**src/bsqa_pkg.sv**
```systemverilog
package bsqa_pkg;

  localparam int HANDLE_W    = 32;
  localparam int SIZE_W      = 16;
  localparam int LIMIT_W     = 6;
  localparam int DRAIN_W     = 6;
  localparam int DEPTH_OUT_W = 6;
  localparam int BYTES_OUT_W = 21;
  localparam int OVF_W       = 32;

  localparam logic [LIMIT_W-1:0] LIMIT_RESET = 6'd32;

  typedef enum logic [1:0] {
    CMD_PUSH     = 2'd0,
    CMD_DRAIN    = 2'd1,
    CMD_MARK     = 2'd2,
    CMD_SNAPSHOT = 2'd3
  } cmd_t;

  typedef enum logic [1:0] {
    KIND_PUSH_ACK = 2'd0,
    KIND_DRAIN    = 2'd1,
    KIND_MARK_ACK = 2'd2,
    KIND_STATS    = 2'd3
  } kind_t;

  typedef struct packed {
    logic [HANDLE_W-1:0] handle;
    logic [SIZE_W-1:0]   size;
  } desc_t;

endpackage

```
**src/bounded_send_queue_with_accounting.sv**
```systemverilog
// Channel | Handshake                 | Payload
// input   | start, busy (accept on start & !busy) | in_command .. in_drain_max
// result  | out_strobe, one cycle, no backpressure | out_result_kind .. out_overflow_total
// config  | cfg_wr_en                 | cfg_wr_data (pending_limit)
//
// Push, mark and snapshot: result is registered out of S_EXEC, or out of S_PEAK for a stored push.
// Drain: per descriptor a memory read (S_RD), then a pop through the shared
// byte adder (S_POP); an empty drain answers from S_EXEC.
// Busy stays high from accept until the final beat (out_last) is driven.
// rst_n is synchronous; the descriptor memory is not cleared and needs no sweep.
module bounded_send_queue_with_accounting
  import bsqa_pkg::*;
#(
  parameter int QUEUE_DEPTH = 32
) (
  input  logic                   clk,
  input  logic                   rst_n,
  input  logic                   start,
  output logic                   busy,
  input  logic [1:0]             in_command,
  input  logic [HANDLE_W-1:0]    in_buffer_handle,
  input  logic [SIZE_W-1:0]      in_buffer_size,
  input  logic                   in_buffer_present,
  input  logic [DRAIN_W-1:0]     in_drain_max,
  input  logic                   cfg_wr_en,
  input  logic [LIMIT_W-1:0]     cfg_wr_data,
  output logic                   out_strobe,
  output logic [1:0]             out_result_kind,
  output logic                   out_first_push,
  output logic                   out_overflowed,
  output logic [DEPTH_OUT_W-1:0] out_depth_now,
  output logic [BYTES_OUT_W-1:0] out_bytes_now,
  output logic [HANDLE_W-1:0]    out_handle,
  output logic [SIZE_W-1:0]      out_size,
  output logic                   out_valid,
  output logic                   out_last,
  output logic [DEPTH_OUT_W-1:0] out_depth_peak,
  output logic [BYTES_OUT_W-1:0] out_bytes_peak,
  output logic [OVF_W-1:0]       out_overflow_total
);

  localparam int IDX_W  = (QUEUE_DEPTH > 1) ? $clog2(QUEUE_DEPTH) : 1;
  localparam int CNT_W  = $clog2(QUEUE_DEPTH + 1);
  localparam int SUM_W  = CNT_W + 1;
  localparam int CMP_W  = 8;
  localparam int BYTE_W = SIZE_W + CNT_W;

  typedef enum logic [4:0] {
    S_IDLE = 5'b00001,
    S_EXEC = 5'b00010,
    S_PEAK = 5'b00100,
    S_RD   = 5'b01000,
    S_POP  = 5'b10000
  } state_t;

  state_t              state_r, state_nxt;
  cmd_t                cmd_r;
  logic [HANDLE_W-1:0] handle_r;
  logic [SIZE_W-1:0]   size_r;
  logic [DRAIN_W-1:0]  drain_max_r;
  logic                first_r, first_nxt;
  logic [LIMIT_W-1:0]  limit_r;
  logic [IDX_W-1:0]    head_r, head_nxt;
  logic [CNT_W-1:0]    count_r, count_nxt;
  logic [CNT_W-1:0]    remain_r, remain_nxt;
  logic [BYTE_W-1:0]   bytes_r, bytes_nxt;
  logic [CNT_W-1:0]    peak_cnt_r, peak_cnt_nxt;
  logic [BYTE_W-1:0]   peak_bytes_r, peak_bytes_nxt;
  logic [OVF_W-1:0]    rej_r, rej_nxt;
  logic                reg_flag_r, reg_flag_nxt;

  logic                   strobe_r, strobe_nxt;
  kind_t                  kind_r, kind_nxt;
  logic                   o_first_r, o_first_nxt;
  logic                   o_ovf_r, o_ovf_nxt;
  logic [DEPTH_OUT_W-1:0] o_depth_r, o_depth_nxt;
  logic [BYTES_OUT_W-1:0] o_bytes_r, o_bytes_nxt;
  logic [HANDLE_W-1:0]    o_handle_r, o_handle_nxt;
  logic [SIZE_W-1:0]      o_size_r, o_size_nxt;
  logic                   o_valid_r, o_valid_nxt;
  logic                   o_last_r, o_last_nxt;
  logic [DEPTH_OUT_W-1:0] o_dpeak_r, o_dpeak_nxt;
  logic [BYTES_OUT_W-1:0] o_bpeak_r, o_bpeak_nxt;
  logic [OVF_W-1:0]       o_ovtot_r, o_ovtot_nxt;

  logic              accept;
  logic [CMP_W-1:0]  limit_eff;
  logic              full;
  logic [SUM_W-1:0]  tail_sum;
  logic [IDX_W-1:0]  tail_idx;
  logic [IDX_W-1:0]  head_inc;
  logic              drain_all;
  logic              mem_we;
  logic              mem_re;
  desc_t             mem_wdata;
  desc_t             mem_rdata;
  logic              alu_sub;
  logic [BYTE_W-1:0] alu_b;
  logic [BYTE_W-1:0] alu_res;

  assign accept = start && (state_r == S_IDLE);
  assign busy   = (state_r != S_IDLE);

  assign limit_eff = (CMP_W'(limit_r) > CMP_W'(QUEUE_DEPTH)) ? CMP_W'(QUEUE_DEPTH)
                                                             : CMP_W'(limit_r);
  assign full      = CMP_W'(count_r) >= limit_eff;

  assign tail_sum = SUM_W'(head_r) + SUM_W'(count_r);
  assign tail_idx = (tail_sum >= SUM_W'(QUEUE_DEPTH)) ? IDX_W'(tail_sum - SUM_W'(QUEUE_DEPTH))
                                                      : IDX_W'(tail_sum);
  assign head_inc = (head_r == IDX_W'(QUEUE_DEPTH - 1)) ? '0 : head_r + 1'b1;

  assign drain_all = (drain_max_r == '0) || (CMP_W'(drain_max_r) >= CMP_W'(count_r));

  // shared byte adder: add on push, subtract on pop
  assign alu_sub = (state_r == S_POP);
  assign alu_b   = alu_sub ? BYTE_W'(mem_rdata.size) : BYTE_W'(size_r);
  assign alu_res = alu_sub ? bytes_r - alu_b : bytes_r + alu_b;

  assign mem_wdata.handle = handle_r;
  assign mem_wdata.size   = size_r;

  bsqa_desc_mem #(
    .DEPTH (QUEUE_DEPTH)
  ) u_mem (
    .clk     (clk),
    .wr_en   (mem_we),
    .wr_addr (tail_idx),
    .wr_data (mem_wdata),
    .rd_en   (mem_re),
    .rd_addr (head_r),
    .rd_data (mem_rdata)
  );

  always_comb begin
    state_nxt      = state_r;
    head_nxt       = head_r;
    count_nxt      = count_r;
    remain_nxt     = remain_r;
    bytes_nxt      = bytes_r;
    peak_cnt_nxt   = peak_cnt_r;
    peak_bytes_nxt = peak_bytes_r;
    rej_nxt        = rej_r;
    reg_flag_nxt   = reg_flag_r;
    first_nxt      = first_r;
    mem_we         = 1'b0;
    mem_re         = 1'b0;

    strobe_nxt   = 1'b0;
    kind_nxt     = KIND_PUSH_ACK;
    o_first_nxt  = 1'b0;
    o_ovf_nxt    = 1'b0;
    o_depth_nxt  = DEPTH_OUT_W'(count_r);
    o_bytes_nxt  = BYTES_OUT_W'(bytes_r);
    o_handle_nxt = '0;
    o_size_nxt   = '0;
    o_valid_nxt  = 1'b0;
    o_last_nxt   = 1'b0;
    o_dpeak_nxt  = '0;
    o_bpeak_nxt  = '0;
    o_ovtot_nxt  = '0;

    unique case (state_r)
      S_IDLE: begin
        if (accept) begin
          state_nxt = S_EXEC;
        end
      end
      S_EXEC: begin
        unique case (cmd_r)
          CMD_PUSH: begin
            if (full) begin
              if (rej_r != '1) begin
                rej_nxt = rej_r + 1'b1;
              end
              strobe_nxt = 1'b1;
              kind_nxt   = KIND_PUSH_ACK;
              o_ovf_nxt  = 1'b1;
              o_last_nxt = 1'b1;
              state_nxt  = S_IDLE;
            end else begin
              mem_we       = 1'b1;
              count_nxt    = count_r + 1'b1;
              bytes_nxt    = alu_res;
              first_nxt    = !reg_flag_r;
              reg_flag_nxt = 1'b1;
              state_nxt    = S_PEAK;
            end
          end
          CMD_DRAIN: begin
            if (count_r == '0) begin
              strobe_nxt = 1'b1;
              kind_nxt   = KIND_DRAIN;
              o_last_nxt = 1'b1;
              state_nxt  = S_IDLE;
            end else begin
              remain_nxt = drain_all ? count_r : CNT_W'(drain_max_r);
              state_nxt  = S_RD;
            end
          end
          CMD_MARK: begin
            if (count_r == '0) begin
              reg_flag_nxt = 1'b0;
            end
            strobe_nxt = 1'b1;
            kind_nxt   = KIND_MARK_ACK;
            o_last_nxt = 1'b1;
            state_nxt  = S_IDLE;
          end
          CMD_SNAPSHOT: begin
            strobe_nxt  = 1'b1;
            kind_nxt    = KIND_STATS;
            o_dpeak_nxt = DEPTH_OUT_W'(peak_cnt_r);
            o_bpeak_nxt = BYTES_OUT_W'(peak_bytes_r);
            o_ovtot_nxt = rej_r;
            o_last_nxt  = 1'b1;
            state_nxt   = S_IDLE;
          end
          default: begin
            state_nxt = S_IDLE;
          end
        endcase
      end
      S_PEAK: begin
        if (count_r > peak_cnt_r) begin
          peak_cnt_nxt = count_r;
        end
        if (bytes_r > peak_bytes_r) begin
          peak_bytes_nxt = bytes_r;
        end
        strobe_nxt  = 1'b1;
        kind_nxt    = KIND_PUSH_ACK;
        o_first_nxt = first_r;
        o_last_nxt  = 1'b1;
        state_nxt   = S_IDLE;
      end
      S_RD: begin
        mem_re    = 1'b1;
        state_nxt = S_POP;
      end
      S_POP: begin
        head_nxt     = head_inc;
        count_nxt    = count_r - 1'b1;
        bytes_nxt    = alu_res;
        remain_nxt   = remain_r - 1'b1;
        strobe_nxt   = 1'b1;
        kind_nxt     = KIND_DRAIN;
        o_depth_nxt  = DEPTH_OUT_W'(count_nxt);
        o_bytes_nxt  = BYTES_OUT_W'(alu_res);
        o_handle_nxt = mem_rdata.handle;
        o_size_nxt   = mem_rdata.size;
        o_valid_nxt  = 1'b1;
        o_last_nxt   = (remain_r == CNT_W'(1));
        state_nxt    = (remain_r == CNT_W'(1)) ? S_IDLE : S_RD;
      end
      default: begin
        state_nxt = S_IDLE;
      end
    endcase
  end

  always_ff @(posedge clk) begin
    if (!rst_n) begin
      state_r      <= S_IDLE;
      limit_r      <= LIMIT_RESET;
      head_r       <= '0;
      count_r      <= '0;
      remain_r     <= '0;
      bytes_r      <= '0;
      peak_cnt_r   <= '0;
      peak_bytes_r <= '0;
      rej_r        <= '0;
      reg_flag_r   <= 1'b0;
      strobe_r     <= 1'b0;
    end else begin
      state_r      <= state_nxt;
      head_r       <= head_nxt;
      count_r      <= count_nxt;
      remain_r     <= remain_nxt;
      bytes_r      <= bytes_nxt;
      peak_cnt_r   <= peak_cnt_nxt;
      peak_bytes_r <= peak_bytes_nxt;
      rej_r        <= rej_nxt;
      reg_flag_r   <= reg_flag_nxt;
      strobe_r     <= strobe_nxt;
      if (cfg_wr_en) begin
        limit_r <= cfg_wr_data;
      end
    end
  end

  always_ff @(posedge clk) begin
    if (accept) begin
      cmd_r       <= cmd_t'(in_command);
      handle_r    <= in_buffer_present ? in_buffer_handle : '0;
      size_r      <= in_buffer_present ? in_buffer_size : '0;
      drain_max_r <= in_drain_max;
    end
    first_r    <= first_nxt;
    kind_r     <= kind_nxt;
    o_first_r  <= o_first_nxt;
    o_ovf_r    <= o_ovf_nxt;
    o_depth_r  <= o_depth_nxt;
    o_bytes_r  <= o_bytes_nxt;
    o_handle_r <= o_handle_nxt;
    o_size_r   <= o_size_nxt;
    o_valid_r  <= o_valid_nxt;
    o_last_r   <= o_last_nxt;
    o_dpeak_r  <= o_dpeak_nxt;
    o_bpeak_r  <= o_bpeak_nxt;
    o_ovtot_r  <= o_ovtot_nxt;
  end

  assign out_strobe         = strobe_r;
  assign out_result_kind    = kind_r;
  assign out_first_push     = o_first_r;
  assign out_overflowed     = o_ovf_r;
  assign out_depth_now      = o_depth_r;
  assign out_bytes_now      = o_bytes_r;
  assign out_handle         = o_handle_r;
  assign out_size           = o_size_r;
  assign out_valid          = o_valid_r;
  assign out_last           = o_last_r;
  assign out_depth_peak     = o_dpeak_r;
  assign out_bytes_peak     = o_bpeak_r;
  assign out_overflow_total = o_ovtot_r;

`ifndef SYNTHESIS
  a_count_bound: assert property (@(posedge clk) disable iff (!rst_n)
    CMP_W'(count_r) <= CMP_W'(QUEUE_DEPTH))
    else $error("descriptor count above capacity");

  a_empty_no_bytes: assert property (@(posedge clk) disable iff (!rst_n)
    (count_r == '0) |-> (bytes_r == '0))
    else $error("byte total nonzero with empty queue");

  // peaks catch up in S_PEAK, after the push has updated count and bytes
  a_peak_covers: assert property (@(posedge clk) disable iff (!rst_n)
    (state_r != S_PEAK) |-> ((peak_cnt_r >= count_r) && (peak_bytes_r >= bytes_r)))
    else $error("peak below current value");

  a_last_frees: assert property (@(posedge clk) disable iff (!rst_n)
    (strobe_r && o_last_r) |-> (state_r == S_IDLE))
    else $error("final beat while still busy");

  a_accept_busy: assert property (@(posedge clk) disable iff (!rst_n)
    accept |=> busy)
    else $error("accepted command did not raise busy");
`endif

endmodule

```
**src/bsqa_desc_mem.sv**
```systemverilog
module bsqa_desc_mem
  import bsqa_pkg::*;
#(
  parameter int DEPTH = 32
) (
  input  logic                                  clk,
  input  logic                                  wr_en,
  input  logic [((DEPTH > 1) ? $clog2(DEPTH) : 1)-1:0] wr_addr,
  input  desc_t                                 wr_data,
  input  logic                                  rd_en,
  input  logic [((DEPTH > 1) ? $clog2(DEPTH) : 1)-1:0] rd_addr,
  output desc_t                                 rd_data
);

  desc_t mem [DEPTH];
  desc_t rd_data_r;

  always_ff @(posedge clk) begin
    if (wr_en) begin
      mem[wr_addr] <= wr_data;
    end
  end

  always_ff @(posedge clk) begin
    if (rd_en) begin
      rd_data_r <= mem[rd_addr];
    end
  end

  assign rd_data = rd_data_r;

endmodule
```
**config.mk**
```make
export PLATFORM = sky130hd
export DESIGN_NAME = bounded_send_queue_with_accounting
export DESIGN_NICKNAME = d
export VERILOG_FILES = /design/src/bsqa_pkg.sv /design/src/bounded_send_queue_with_accounting.sv /design/src/bsqa_desc_mem.sv
export SDC_FILE = /design/constraint.sdc
export NUM_CORES = 2
export LEC_CHECK = 0
export BUFFER_PORTS_ARGS = -buffer_cell sky130_fd_sc_hd__buf_2
export CORE_UTILIZATION = 35
export CTS_CLUSTER_SIZE = 16
export DETAILED_ROUTE_END_ITERATION = 16
export HOLD_SLACK_MARGIN = 0.15
export SYNTH_ARGS = -nofsm -noshare
export SYNTH_HDL_FRONTEND = slang
export SYNTH_SLANG_ARGS = --single-unit
```
**constraint.sdc**
```tcl
create_clock -name clk -period 12.7 [get_ports clk]
set_input_delay 0.635 -clock clk [delete_from_list [all_inputs] [get_ports clk]]
set_output_delay 0.635 -clock clk [all_outputs]
set_load 0.01 [all_outputs]
```
==> results.md <==
* Fillers at 18308
* Top cells by count, synth: edfxtp_1, mux4_2, dfxtp_1
* Net Count, Synth at 3822
* Placed inst area at 77900 sq um
* Leakage at about 27 nW
* HPWL Detailed at slightly below 100000 um
* Clock latency on the worst-skew pair at 0.83 ns
* Layout cells sized above 1 at 27.4%
* R2R cell count at 9
* Setup Crit Path Kind: reg2reg
* Seq cells post-synth at 1893
* Residual DRC at 0
* Max Root-Sink Buffers at 3
* Slowest cell on the critical path: nor2_4
* Fin. Hold Viols at 0
* Slew HR at 18.7%
* Synthesized area at about 73000 sq um
* Pwr per Cell Area at around 150 nW/um^2
* Fin crit period at a little over 6 ns
* GPL Wtd Cong at 0.786
* Final period utilization at 47.8%
* Fin Setup TNS at 0 ns
* Initial Utilization at 35.3%
* Root Buffer: clkbuf_16
* Async SR Flop Fraction at 0%
* R2r startpoint: count_r[0]$_SDFFE_PN0P_
* Area grow syn2layout at 15.6%
* Max Cap Viol at 0
* RSZ-0062 raised after global routing: no
* Crit start category: flip-flop
* Ports at approximately 210
* Worst-path cell chain: inv_1, ha_1, nand2b_1, a2111oi_2, o31ai_1, a21oi_1, nand4b_1, nor2_4, buf_4
* Max Clock Freq at 0.165 GHz
* Slew of the pin with the lowest slew margin at between 1 and 1.5 ns
* Setup-failing EPs final at 0
* Port bufs at 208
* Netlist cell types at 69
* Buffers inserted by post-CTS timing repair at 0
* Vias at roughly 37000
* Number of antenna violations at the first check in global routing at 5
* Worst path required time at 13.12 ns
* Hold WC Path Type: in2reg
* Vias in the first global route at 36850
* CTS clk-pin slew, worst paths at 0.06 ns
* Flop-to-flop setup slack at 6.63 ns
* DIE WIDTH at roughly 460 um
* Yosys top cell by area: edfxtp_1
* Die area at 211000 sq um
* H-tree Lvls at 4
* Drt pass-1 iters at 7
* Post-synth top area share at 67.4%
* TritonCTS clock tree: built
* Final Max Slew Viols at 0
* CP Max Fanout at 31
* Final design instance area without fill at 84500 sq um
* Worst Skew at 0.0627 ns
* Count leader, synth: edfxtp_1
* Max incr delay on CP at 1.11 ns
* CTS sink count at around 1900
* Via density at between 5 and 6
* R2r endpoint: u_mem.mem[22][45]$_DFFE_PP_
* Total congestion overflow at 0
* Routed WL per cell at 25.8 um
* Endpoint class of the critical path: flip-flop
* Final net count at around 4200
* Largest net degree at the start of global routing at 108
* Syn Inst Count at 3677
* Status: finished clean
* Synth Area per Inst at approximately 20 sq um
* Synth area leaders: edfxtp_1, mux4_2, dfxtp_1, ha_1, mux2_2
* Die Ht at 459 um
* Syn. warnings at 0
* CTS Buf Count at 184
* # rows at approximately 170
* First-pass GRT wire length at 261000 um
* Crit path to: u_mem.mem[22][45]$_DFFE_PP_
* Maximum VDD drop at 0.000136 V
* Worst Path Arrival at between 6 and 7 ns
* Final ANT Viol Nets at 0
* Detailed Route Iter0 Violations at 3616
* Core box area at between 200000 and 250000 sq um
* Post-Route Utilization at 40.8%
* Post-synthesis sequential area ratio at 74.3%
* Worst Setup SP: count_r[0]$_SDFFE_PN0P_
* Top FF cell, synth: edfxtp_1
* Final WL at approximately 180000 um
* Total GRT Usage at between 15 and 20%
* EDFF count, synth at 1641
==> layer usage <==
layer | track usage, % | up-vias | routed length, um
li1 | - | 15611 | -
met4 | 3.68 | 4 | 2920
met2 | 26.6 | 1338 | 84000
met3 | 2.84 | 212 | 11800
met1 | 24.8 | 19628 | 81200
met5 | 0 | - | 23
==> registers in the layout, indices dropped and copies added (netlist names), 16 cells and up <==
name / flops
peak_bytes_r: 22
bytes_r: 22
out_bytes_peak: 21
out_size: 16
u_mem.mem: 1536
rej_r: 32
handle_r: 32
u_mem.rd_data: 48
out_overflow_total: 32
size_r: 16
out_handle: 32
out_bytes_now: 21
==> metrics by stage <==
stage	instances	hold slack (ns)	setup WS, ns	power [W]
after floorplan	3677	0.437	7.74	0.00710
after CTS	6974	0.169	6.54	0.0127
after detailed placement	6574	0.465	6.53	0.00721
after global placement	6574	0.460	6.57	0.00720
after global routing	6974	0.190	6.26	0.0130
final	6975	0.230	6.63	0.0126
==> kinds of logic (layout without fill, tap and decap cells) <==
kind of cell,count (synthesis),after routing,synth area share [%]
AOI/OAI and AO/OA,215,215,1.84
muxes,571,571,16.1
adders and majority gates,78,78,1.36
DFF,1893,1893,74.3
other,0,1,0
buffers and inverters,246,755,1.34
and+or+nand+nor,607,607,4.27
xor gates and xnor gates,67,67,0.802
==> worst max-delay path: cells and delay by family, from the launching register on <==
| family | cells | cell delay, ns |
|---|---|---|
| and+or+nand+nor | 3 | 2.35 |
| adders and majority gates | 1 | 0.34 |
| buffers and inverters | 2 | 1.08 |
| DFF | 1 | 0.47 |
| AOI/OAI and AO/OA | 3 | 1.37 |
==> cell usage in the layout (no fill, tap or decap), drive strengths merged, types with 54 or more instances in the layout <==
cell type	instances
and3	56
mux4	480
buf	294
inv	67
dlygate4sd3	57
and2	82
ha	76
clkinv	89
edfxtp	1641
clkbuf	223
nor2	147
dfxtp	252
xnor2	54
a21oi	81
nand2	142
==> worst min-delay path by stage <==
stage	from	endpoint	slack [ns]	cells past startpoint
3_5_place_dp	peak_bytes_r[1]$_SDFFE_PN0P_	out_bytes_peak[1]$_SDFF_PN0_	0.47	2
5_1_grt	cfg_wr_en	limit_r[5]$_SDFFE_PN1P_	0.19	2
3_3_place_gp	rej_r[23]$_SDFFE_PN0P_	rej_r[23]$_SDFFE_PN0P_	0.46	2
2_1_floorplan	reg_flag_r$_SDFFE_PN0P_	first_r$_DFFE_PP_	0.44	1
4_1_cts	cfg_wr_en	limit_r[5]$_SDFFE_PN1P_	0.17	2
6_report	cfg_wr_en	limit_r[5]$_SDFFE_PN1P_	0.23	2
==> final cells by class <==
class                   instances  area, sq um  share of cell area, %
well taps                    2788         3490                   4.13
clock inverters               120         1270                   1.50
multi-input cells            1538        18100                   21.4
diodes                          1         2.50                0.00296
inverters                      61          229                  0.271
flip-flops and latches       1893        54300                   64.3
clock buffers                 223         4850                   5.74
repair buffers                351         2280                   2.70
==> report_power, final <==
part | leakage [nW] | internal (W) | switching, W
sequential | 16.9 | 0.00682 | 0.0000793
combinational | 7.15 | 0.0000605 | 0.000128
clock | 2.96 | 0.00309 | 0.00239
==> what timing repair did <==
item	4_1_cts	5_1_grt
endpoints found under the hold margin	57	0
gates resized for setup	0	0
hold buffers	57	0
Note: power is estimated with default switching activity, not from simulation.
